**config.mk**
```make
export PLATFORM = sky130hd
export DESIGN_NAME = pls_scan
export DESIGN_NICKNAME = d
export VERILOG_FILES = /design/src/sv/pls_pkg.sv /design/src/sv/pls_scan.sv
export SDC_FILE = /design/constraint.sdc
export NUM_CORES = 1
export LEC_CHECK = 0
export CORE_MARGIN = 2
export CORE_UTILIZATION = 25
export CTS_CLUSTER_SIZE = 40
export DETAILED_ROUTE_END_ITERATION = 8
export DONT_BUFFER_PORTS = 1
export PLACE_DENSITY_LB_ADDON = 0.12
export SKIP_CTS_REPAIR_TIMING = 1
export SLEW_MARGIN = 25
export SYNTH_ARGS = -nofsm -noshare
export SYNTH_HDL_FRONTEND = slang
export SYNTH_SLANG_ARGS = --single-unit
```
**constraint.sdc**
```tcl
create_clock -name clk -period 3.01 [get_ports clk]
set_clock_uncertainty 0.1 [all_clocks]
set_input_delay 0.4515 -clock clk [delete_from_list [all_inputs] [get_ports clk]]
set_output_delay 0.4515 -clock clk [all_outputs]
set_load 0.02 [all_outputs]
```
**src/sv/pls_pkg.sv**
```systemverilog
// Shared types and constants for the positional list store.
package pls_pkg;

    localparam int DATA_W  = 32;
    localparam int FUNC_W  = 2;
    localparam int POS_W   = 7;
    localparam int LEN_W   = 7;
    localparam int GROUP_W = 8;
    localparam int GIDX_W  = $clog2(GROUP_W);

    localparam logic [FUNC_W-1:0] FUNC_INSERT = 2'd0;
    localparam logic [FUNC_W-1:0] FUNC_DELETE = 2'd1;
    localparam logic [FUNC_W-1:0] FUNC_LOCATE = 2'd2;

    typedef logic signed [DATA_W-1:0] item_t;

    typedef struct packed {
        logic ins;
        logic del;
    } cell_cmd_t;

    typedef struct packed {
        logic done;
        logic hit;
    } scan_status_t;

endpackage

```
**src/sv/pls_scan.sv**
```systemverilog
// First-match search over the cell match flags, one group of flags per cycle.
module pls_scan #(
    parameter int CAPACITY = 64,
    parameter int PW       = 8
) (
    input  logic                  clk,
    input  logic                  load,
    input  logic [CAPACITY-1:0]   match_vec,
    output pls_pkg::scan_status_t status,
    output logic [PW-1:0]         found_pos
);
    import pls_pkg::*;

    localparam int NG = (CAPACITY + GROUP_W - 1) / GROUP_W;
    localparam int FW = NG * GROUP_W;

    logic [FW-1:0]      flags_reg;
    logic [FW-1:0]      flags_next;
    logic [PW-1:0]      base_reg;
    logic [PW-1:0]      base_next;
    logic [GROUP_W-1:0] low;
    logic [GIDX_W-1:0]  idx;
    logic               hit;
    logic               done;

    assign low  = flags_reg[GROUP_W-1:0];
    assign hit  = |low;
    assign done = hit || (flags_reg == '0);

    // Lowest set flag in the current group wins.
    always_comb
    begin
        idx = '0;
        for (int k = GROUP_W - 1; k >= 0; k--)
        begin
            if (low[k])
            begin
                idx = GIDX_W'(k);
            end
        end
    end

    always_comb
    begin
        flags_next = flags_reg;
        base_next  = base_reg;
        if (load)
        begin
            flags_next = FW'(match_vec);
            base_next  = '0;
        end
        else if (!done)
        begin
            flags_next = flags_reg >> GROUP_W;
            base_next  = base_reg + PW'(GROUP_W);
        end
    end

    always_ff @(posedge clk)
    begin
        flags_reg <= flags_next;
        base_reg  <= base_next;
    end

    assign status.done = done;
    assign status.hit  = hit;
    assign found_pos   = base_reg + PW'(idx) + PW'(1);

endmodule

```
==> run summary <==
Die Span Y = 118 µm
Leakage = 0.00122 µW
max-cap viol count = 0
gr usage total = 11.5%
initial antenna violation count = 3
drt total wl = 7.73 mm
Area Growth Syn to Fin = 14.6%
IO Pins = 76
hold path start = load
post-route DRC violation count = 0
CP required = 2.46 ns
final setup vio count = 0
Post-DRT Antenna Nets = 0
min cycle time layout = 2.80 ns
R2R cell count = 5
Port Buf Inserts = 0
share of layout cells above drive strength 1 = 35.9%
Via Count = 1778
Vias/cell = 4.49
clock root cell = clkbuf_16
kind of critical path = reg2out
share of the yosys chip area belonging to registers = 62.4%
most common cell after layout, fill and taps aside = edfxtp_1
Slew Viols, Final = 0
r2r endpoint = flags_reg[21]$_DFFE_PP_
first-pass GRT wire length = 11.7 mm
worst-margin pin slew = 0.553 ns
most frequent cells in the layout = 64 x edfxtp_1, 57 x mux2_2, 14 x nor4_1
post-synth top area share = 59.3%
syn avg cell area = 15.1 µm²
Hold Path Sink = base_reg[6]$_SDFFE_PP0N_
fraction of the cycle the final worst path needs = 93.0%
status = finished clean
routability cong. = 0.667
Hold Path Stages = 1
FP Rows = 41
achievable frequency = 357 MHz
worst IR drop on VDD = 0.000299 V
clock slew at reported path FFs = 0.05 ns
initial drt markers = 73
cell chain of the critical path = nor2_1 -> o21ai_0 -> a211oi_1 -> ha_1 -> nand2_1 -> nor2_1 -> xor2_1
total iterations of the first detailed-routing run = 4
slowest cell delay on critical path = 0.45 ns
Max Fanout on Critical Path = 3
cell taking the most area after synthesis = edfxtp_1
Netlist Area Pre-Place = 3240 µm²
CORE AREA = 12600 µm²
CTS tree = done
GRT Residual Overflow = 0
vias in the first global route = 1913
HPWL Detailed = 5.51 mm
crit path max-delay cell type = edfxtp_1
CP most frequent cell = nor2_1
chip width = 118 µm
RSZ-0062 raised after global routing = no
synthesis warning total = 0
Setup crit start kind = flip-flop
CTS H-tree depth = 3
DIE AREA = 13900 µm²
Hold Vio Cnt, Final = 0
reg2reg start = flags_reg[0]$_DFFE_PP_
Max clock buf depth = 2
crit path DAT = 2.25 ns
max FFs per register = 64
routed len/inst = 19.5 µm
Cell variety after synth = 34
Mapped Nets = 282
CP Capture Type = output port
final core utilization = 29.4%
Power Density = 597 nW/µm²
clk sink count = 69
Syn Inst Count = 214
slew margin rel. = 62.9%
Yosys reg bits = 69
Final #Nets = 287
Starting Density = 25.7%
CTS Buf Count = 9
clk_lat worst skew = 0.33 ns
Area contributors post-synth = edfxtp_1 59%, mux2_2 20%, dfxtp_1 3.1%
largest net degree at the start of global routing = 74
Fin Setup TNS = 0 ns
worst reg2reg setup slack = 0.49 ns
Hold/Removal Path Class = in2reg
area by class of cell:
class / instances / area, µm²
fill: 1326 / 8900
antenna: 1 / 2.50
timing repair buffer: 5 / 50.0
clock buffer: 12 / 236
inverter: 3 / 11.3
clock inverter: 3 / 13.8
sequential: 69 / 2020
tap: 172 / 215
multi-input combinational: 131 / 1160
layer usage:
layer  track usage [%]  share of wire, %  vias to the layer above
li1                  -                 -                      842
met1              14.1                44                      863
met2              17.4                45                       61
met3              5.77               8.4                       10
met4              4.29               1.5                        2
met5                 0              0.17                        -
synthesized netlist by cell type, drive strengths merged:
master,n
or4,3
buf,6
nand2,3
clkbuf,5
o31ai,2
nor3,1
inv,3
nand2b,3
nand4,4
nor4,16
and2,8
mux2,58
a21oi,3
o21ai,1
nor2b,3
dfxtp,5
nor2,9
xnor2,3
a211oi,1
a2111oi,1
mux2i,1
xor2,3
nand3,3
o21bai,1
ha,2
edfxtp,64
or2,2
per-stage QoR:
step | setup WS [ns] | cell area (µm²) | hold WS [ns] | instances | total power, µW
6_report | 0.210 | 3710 | 0.0946 | 396 | 2220
5_1_grt | 0.00471 | 3710 | 0.0734 | 395 | 2310
4_1_cts | 0.00286 | 3700 | 0.0743 | 395 | 2260
3_5_place_dp | 0.389 | 3450 | 0.417 | 380 | 1330
3_3_place_gp | 0.386 | 3450 | 0.411 | 380 | 1330
2_1_floorplan | 0.191 | 3240 | 0.390 | 214 | 1300
worst max-delay path: cells and delay by family (launching register included):
family                     cells  cell delay [ns]
DFF                            1             0.45
xor gates and xnor gates       1             0.41
AOI/OAI and AO/OA              2             0.49
and+or+nand+nor                3             0.32
adders and majority gates      1             0.25
logic make-up after synthesis:
logic type      synth area share, %
buf+inv                        2.08
mux                            20.5
simple gates                   10.7
xor+xnor                       1.62
fa+ha+maj                     0.772
compound gates                 2.01
flops                          62.4
worst max path at each step:
stage	start	end	slack [ns]	cells after the start
after global placement	flags_reg[0]$_DFFE_PP_	found_pos[7]	0.39	5
after floorplan	flags_reg[0]$_DFFE_PP_	flags_reg[0]$_DFFE_PP_	0.19	5
after global routing	flags_reg[6]$_DFFE_PP_	found_pos[6]	0.005	9
final	flags_reg[5]$_DFFE_PP_	found_pos[6]	0.21	7
after detailed placement	flags_reg[0]$_DFFE_PP_	found_pos[7]	0.39	5
after CTS	flags_reg[0]$_DFFE_PP_	found_pos[7]	0.003	5
where the power goes:
| group | leakage, µW | switching [µW] | internal (µW) |
|---|---|---|---|
| sequential | 0.000672 | 41.4 | 1130 |
| clock | 0.000124 | 366 | 547 |
| combinational | 0.000419 | 56.5 | 76.7 |
Power figures use the tool's default switching activity.
