==> src/sv/pls_pkg.sv <==
// Shared types and constants for the positional list store.
package pls_pkg;

    localparam int DATA_W  = 32;
    localparam int FUNC_W  = 2;
    localparam int POS_W   = 7;
    localparam int LEN_W   = 7;
    localparam int GROUP_W = 8;
    localparam int GIDX_W  = $clog2(GROUP_W);

    localparam logic [FUNC_W-1:0] FUNC_INSERT = 2'd0;
    localparam logic [FUNC_W-1:0] FUNC_DELETE = 2'd1;
    localparam logic [FUNC_W-1:0] FUNC_LOCATE = 2'd2;

    typedef logic signed [DATA_W-1:0] item_t;

    typedef struct packed {
        logic ins;
        logic del;
    } cell_cmd_t;

    typedef struct packed {
        logic done;
        logic hit;
    } scan_status_t;

endpackage

==> src/sv/pls_cell.sv <==
// One list entry: holds a value, shifts with its neighbors, compares against a key.
module pls_cell #(
    parameter int IDX = 0,
    parameter int PW  = 8
) (
    input  logic              clk,
    input  pls_pkg::cell_cmd_t cmd,
    input  logic [PW-1:0]     pos_m1,
    input  logic [PW-1:0]     count,
    input  pls_pkg::item_t    key,
    input  pls_pkg::item_t    left_data,
    input  pls_pkg::item_t    right_data,
    output pls_pkg::item_t    data,
    output pls_pkg::item_t    sel_data,
    output logic              match
);
    import pls_pkg::*;

    localparam logic [PW-1:0] MY_IDX = PW'(IDX);

    item_t data_reg;
    item_t data_next;
    logic  at_pos;
    logic  above;

    assign at_pos = (MY_IDX == pos_m1);
    assign above  = (MY_IDX > pos_m1);

    always_comb
    begin
        data_next = data_reg;
        if (cmd.ins)
        begin
            if (at_pos)
            begin
                data_next = key;
            end
            else if (above)
            begin
                data_next = left_data;
            end
        end
        else if (cmd.del)
        begin
            if (at_pos || above)
            begin
                data_next = right_data;
            end
        end
    end

    always_ff @(posedge clk)
    begin
        data_reg <= data_next;
    end

    assign data     = data_reg;
    assign sel_data = (cmd.del && at_pos) ? data_reg : '0;
    assign match    = (data_reg == key) && (MY_IDX < count);

endmodule

==> config.mk <==
export PLATFORM = sky130hd
export DESIGN_NAME = pls_cell
export DESIGN_NICKNAME = d
export VERILOG_FILES = /design/src/sv/pls_pkg.sv /design/src/sv/pls_cell.sv
export SDC_FILE = /design/constraint.sdc
export NUM_CORES = 1
export LEC_CHECK = 0
export BUFFER_PORTS_ARGS = -buffer_cell sky130_fd_sc_hd__buf_2
export CORE_AREA = 3 3 77 79
export CTS_CLUSTER_SIZE = 30
export DETAILED_ROUTE_END_ITERATION = 8
export DIE_AREA = 0 0 80 82
export MAX_ROUTING_LAYER = met4
export PLACE_DENSITY_LB_ADDON = 0.08
export SYNTH_ARGS = -nofsm -noshare
export SYNTH_HDL_FRONTEND = slang
export SYNTH_SLANG_ARGS = --single-unit
==> constraint.sdc <==
create_clock -name clk -period 9.83 [get_ports clk]
set_clock_uncertainty 0.1 [all_clocks]
set_input_delay 1.966 -clock clk [delete_from_list [all_inputs] [get_ports clk]]
set_output_delay 1.966 -clock clk [all_outputs]
set_load 0.05 [all_outputs]
==> results of run 1 <==
path summary, 6_finish.rpt:
kind,slack (ns),endpoint,start,depth (start not counted)
min,1.92,data[20]$_DFFE_PP_,right_data[20],3
max,3.93,sel_data[31],pos_m1[2],5
stage by stage:
stage	cells	util, %
2_1_floorplan	264	-
5_1_grt	505	59.6
3_3_place_gp	497	58.1
6_report	505	59.6
3_5_place_dp	497	58.1
4_1_cts	505	59.6
final cells by class:
| class | instances | area [um2] | share of cell area, % |
|---|---|---|---|
| clock buffer | 5 | 68.8 | 2.14 |
| tap | 72 | 90.1 | 2.80 |
| sequential | 32 | 961 | 29.8 |
| multi-input combinational | 212 | 1180 | 36.5 |
| timing repair buffer | 181 | 911 | 28.3 |
| clock inverter | 3 | 13.8 | 0.427 |
synthesized netlist by cell type, types with 2 or more instances:
library cell and instances:
xor2_1 28, and3_1 33, nor2_1 36, nand3_1 2, nand4_1 2, clkbuf_1 13, a31oi_1 32, nor4_1 9
buf_6 4, edfxtp_1 32, nand2_1 64, clkbuf_2 3, xnor2_1 4
worst max-delay path, stage by stage:
cell and delay [ns]:
buf_2 0.10, nor4_2 0.28, and3_2 0.93, and3_1 0.29, buf_2 0.27
logic make-up after synthesis:
group / synth area share (%)
buffers and inverters: 4.86
AO/OA/AOI/OAI: 9.61
XOR/XNOR: 12.5
AND/OR/NAND/NOR: 30.1
flip-flops: 42.9
cells in the final DEF (no fill, tap or decap):
cell type,n
nor4_2,1
clkinv_1,1
xnor2_1,4
nand4_1,2
edfxtp_1,32
nand2_1,64
and3_2,1
nor2_4,1
nor2_1,35
a31oi_1,32
clkinv_2,2
nand3_1,2
xor2_1,28
clkbuf_8,5
a2111oi_2,1
and3_1,32
nor4_1,9
buf_2,179
buf_4,2
metal layers:
metal	vias up	share of wire, %	wire length (um)	track usage, %
li1	1268	-	-	-
met2	136	48	3570	35.6
met1	1129	40	2990	28.0
met5	-	0	0	-
met3	14	9.9	740	4.71
met4	0	2.4	178	7.09
where the power goes:
| part | internal [mW] | leakage [nW] | switching, mW |
|---|---|---|---|
| Clock | 0.0480 | 0.0453 | 0.0475 |
| Sequential | 0.152 | 0.298 | 0.000343 |
| Combinational | 0.0269 | 1.36 | 0.0271 |
==> flow_summary.json, run 1 <==
{
  "n_antenna_cell": 0,
  "async_flop_share_pct": 0,
  "synth.distinct_cells": 15,
  "synthTopCellsByArea": "edfxtp_1, xor2_1, nand2_1",
  "synth-edff-count": 32,
  "grt_max_degree": 66,
  "cts_htree_levels": 2,
  "drtIter0Drc": 130,
  "place_hpwl_um": 5510,
  "holdWs_ns": 1.92,
  "grt_overflow": 0,
  "cap_violations": 0,
  "syn_area_per_cell_um2": 8.48,
  "cts_resized": 0,
  "ant_nets": 0,
  "routedWlPerCell_um": 14.8,
  "critPathMaxFanout": 64,
  "fin_crit_ns": 5.90,
  "coreArea_mm2": 0.00541,
  "setup-tns-final_ns": 0,
  "final.period_utilization_pct": 60.1,
  "synth_warnings": 0,
  "placed_area_mm2": 0.00314,
  "drt_wl_total_um": 7480,
  "fmaxAchievable_ghz": 0.169,
  "hold_class": "primary input to register",
  "synth_top_area_share_pct": 42.9,
  "synthesis.nets": 379,
  "cts_buffers": 5,
  "gp_congestion": 0.845,
  "synth_seq_area_share_pct": 42.9,
  "antenna_found_initial": 0,
  "floorplan.die.height_um": 82,
  "end_kind": "output port",
  "crit_type": "primary input to output port",
  "outcome": "finished, final reports clean",
  "power_density_mw_per_mm2": 93.6,
  "required_ns": 7.76,
  "worst-endpoint-arrival_ns": 3.84,
  "fill_cells": 557,
  "clock_sinks": 32,
  "path_clk_slew_ns": 0.07,
  "largest_reg_flops": 32,
  "ctsHoldBuffers": 0,
  "synth_flop_cell": "edfxtp_1",
  "place_ws_ns": 3.94,
  "die_w_um": 80,
  "fin_ws_ns": 3.93,
  "postLayoutCellArea_mm2": 0.00322,
  "drv_slew": 0,
  "postCtsSetupBuffers": 0,
  "hold_violations": 0,
  "track_usage_pct": 22.1,
  "grt_pass1_wl_um": 10700,
  "syn_area_mm2": 0.00224,
  "setup_viol": 0,
  "rsz0062_at_grt": "false",
  "tightest_slew_ns": 1.04,
  "critPathLaunchType": "primary input",
  "yosys.area.top_type": "edfxtp_1",
  "clock-root-buffer": "clkbuf_8",
  "route.detailed.drc": 0,
  "rows": 27,
  "vdd_drop_max_uv": 56.8,
  "cts.path.max_buffers": 2,
  "syn_inst": 264,
  "layout-drive-gt1-share_pct": 44.3,
  "post_drt_via_cell_ratio": 5.04,
  "ios": 180,
  "cts_tree": "built",
  "cellLeakagePower_nw": 1.70,
  "area_delta_synth_final_pct": 43.9,
  "firstDrtPassIters": 4,
  "first_global_vias": 2148,
  "total_power_mw": 0.301,
  "max_slew_margin_pct": 30.8,
  "nets": 547,
  "start_util_pct": 41.4,
  "synth-seq-cells": 32,
  "io_buffers": 179,
  "die_area_mm2": 0.00656,
  "vias": 2547
}
No activity file was read; power rests on OpenSTA's default activity.
==> run 2: changes to the inputs <==
--- a/config.mk
+++ b/config.mk
@@ -6,10 +6,10 @@
 export NUM_CORES = 1
 export LEC_CHECK = 0
 export BUFFER_PORTS_ARGS = -buffer_cell sky130_fd_sc_hd__buf_2
-export CORE_AREA = 3 3 77 79
+export CORE_AREA = 3 3 83 85
 export CTS_CLUSTER_SIZE = 30
 export DETAILED_ROUTE_END_ITERATION = 8
-export DIE_AREA = 0 0 80 82
+export DIE_AREA = 0 0 86 88
 export MAX_ROUTING_LAYER = met4
 export PLACE_DENSITY_LB_ADDON = 0.08
 export SYNTH_ARGS = -nofsm -noshare
==> constraint.sdc (replaced) <==
create_clock -name clk -period 5.3 [get_ports clk]
set_clock_uncertainty 0.1 [all_clocks]
set_input_delay 1.06 -clock clk [delete_from_list [all_inputs] [get_ports clk]]
set_output_delay 1.06 -clock clk [all_outputs]
set_load 0.05 [all_outputs]
==> flow_summary.json, run 2 (synthesis gave the netlist of run 1 again) <==
{
  "ctsHoldBuffers": 0,
  "area_delta_synth_final_pct": 44.4,
  "cts.path.max_buffers": 2,
  "drt_wl_total_um": 7500,
  "outcome": "finished, final reports clean",
  "nets": 548,
  "coreArea_mm2": 0.00628,
  "routedWlPerCell_um": 14.7,
  "vias": 2470,
  "antenna_found_initial": 0,
  "layout-drive-gt1-share_pct": 44.0,
  "cts_tree": "built",
  "postLayoutCellArea_mm2": 0.00323,
  "die_area_mm2": 0.00757,
  "io_buffers": 179,
  "max_slew_margin_pct": 34.3,
  "path_clk_slew_ns": 0.07,
  "postCtsSetupBuffers": 0,
  "vdd_drop_max_uv": 93.4,
  "cts_htree_levels": 2,
  "start_util_pct": 35.7,
  "cellLeakagePower_nw": 1.70,
  "fin_crit_ns": 4.06,
  "setup-tns-final_ns": 0,
  "cap_violations": 0,
  "fmaxAchievable_ghz": 0.247,
  "layout_commonest_cell": "buf_2",
  "cts_resized": 0,
  "hold_violations": 0,
  "die_w_um": 86,
  "drv_slew": 0,
  "rows": 29,
  "post_drt_via_cell_ratio": 4.83,
  "total_power_mw": 0.558,
  "grt_pass1_wl_um": 10800,
  "clock_sinks": 32,
  "drtIter0Drc": 81,
  "ios": 180,
  "tightest_slew_ns": 0.986,
  "utilization_pct": 51.5,
  "route.detailed.drc": 0,
  "first_global_vias": 2227,
  "n_antenna_cell": 0,
  "required_ns": 4.14,
  "grt_max_degree": 66,
  "gp_congestion": 0.808,
  "end_kind": "output port",
  "crit_type": "primary input to output port",
  "fill_cells": 653,
  "cts_buffers": 5,
  "critPathMaxFanout": 60,
  "setup_viol": 0,
  "clock-root-buffer": "clkbuf_8",
  "final_cell_mix": "buf_2, nand2_1, nor2_1",
  "power_density_mw_per_mm2": 173,
  "ant_nets": 0,
  "placed_area_mm2": 0.00315,
  "hold_class": "primary input to register",
  "holdWs_ns": 1.02,
  "critPathLaunchType": "primary input",
  "floorplan.die.height_um": 88,
  "rsz0062_at_grt": "false",
  "firstDrtPassIters": 4,
  "track_usage_pct": 19.1,
  "final.period_utilization_pct": 76.5,
  "largest_reg_flops": 32,
  "worst-endpoint-arrival_ns": 2.90,
  "place_hpwl_um": 5550,
  "grt_overflow": 0
}
[run 2: path summary, 6_finish.rpt]
path,startpoint,to,slack (ns),depth (start not counted)
setup / recovery,pos_m1[2],sel_data[31],1.24,5
hold / removal,right_data[25],data[25]$_DFFE_PP_,1.02,3
[run 2: area by class of cell]
cell class                 instances  area (um2)  share of cell area [%]
multi-input combinational        212        1180                    36.4
sequential                        32         961                    29.7
timing repair buffer             182         918                    28.4
tap                               77        96.3                    2.98
clock buffer                       7        76.3                    2.36
clock inverter                     1        3.75                   0.116
[run 2: report_power, final]
group / total, mW / switching [mW] / internal, mW
clock: 0.177 / 0.0857 / 0.0913
combinational: 0.0994 / 0.0496 / 0.0499
sequential: 0.282 / 0.000622 / 0.281
total: 0.558 / 0.136 / 0.422
[run 2: critical path, stage by stage]
cell,delay (ns)
buf_2,0.10
nor4_2,0.28
and3_2,0.88
and3_1,0.27
buf_2,0.27
[run 2: metal layers]
layer  global-route usage, %  up-vias  share of wire [%]  wire length, um
li1                        -     1270                  -                -
met1                    24.1     1084                 41             3100
met2                    31.7      111                 49             3690
met3                    4.14        5                8.9              668
met4                    3.88        0               0.61               46
met5                       -        -                  0                0
[run 2: metrics by stage]
| step | worst slack (ns) | std cells |
|---|---|---|
| final | 1.24 | 511 |
| after global routing | 1.08 | 511 |
| after CTS | 1.23 | 511 |
| after detailed placement | 1.23 | 503 |
| after global placement | 1.24 | 503 |
| after floorplan | 1.42 | 264 |
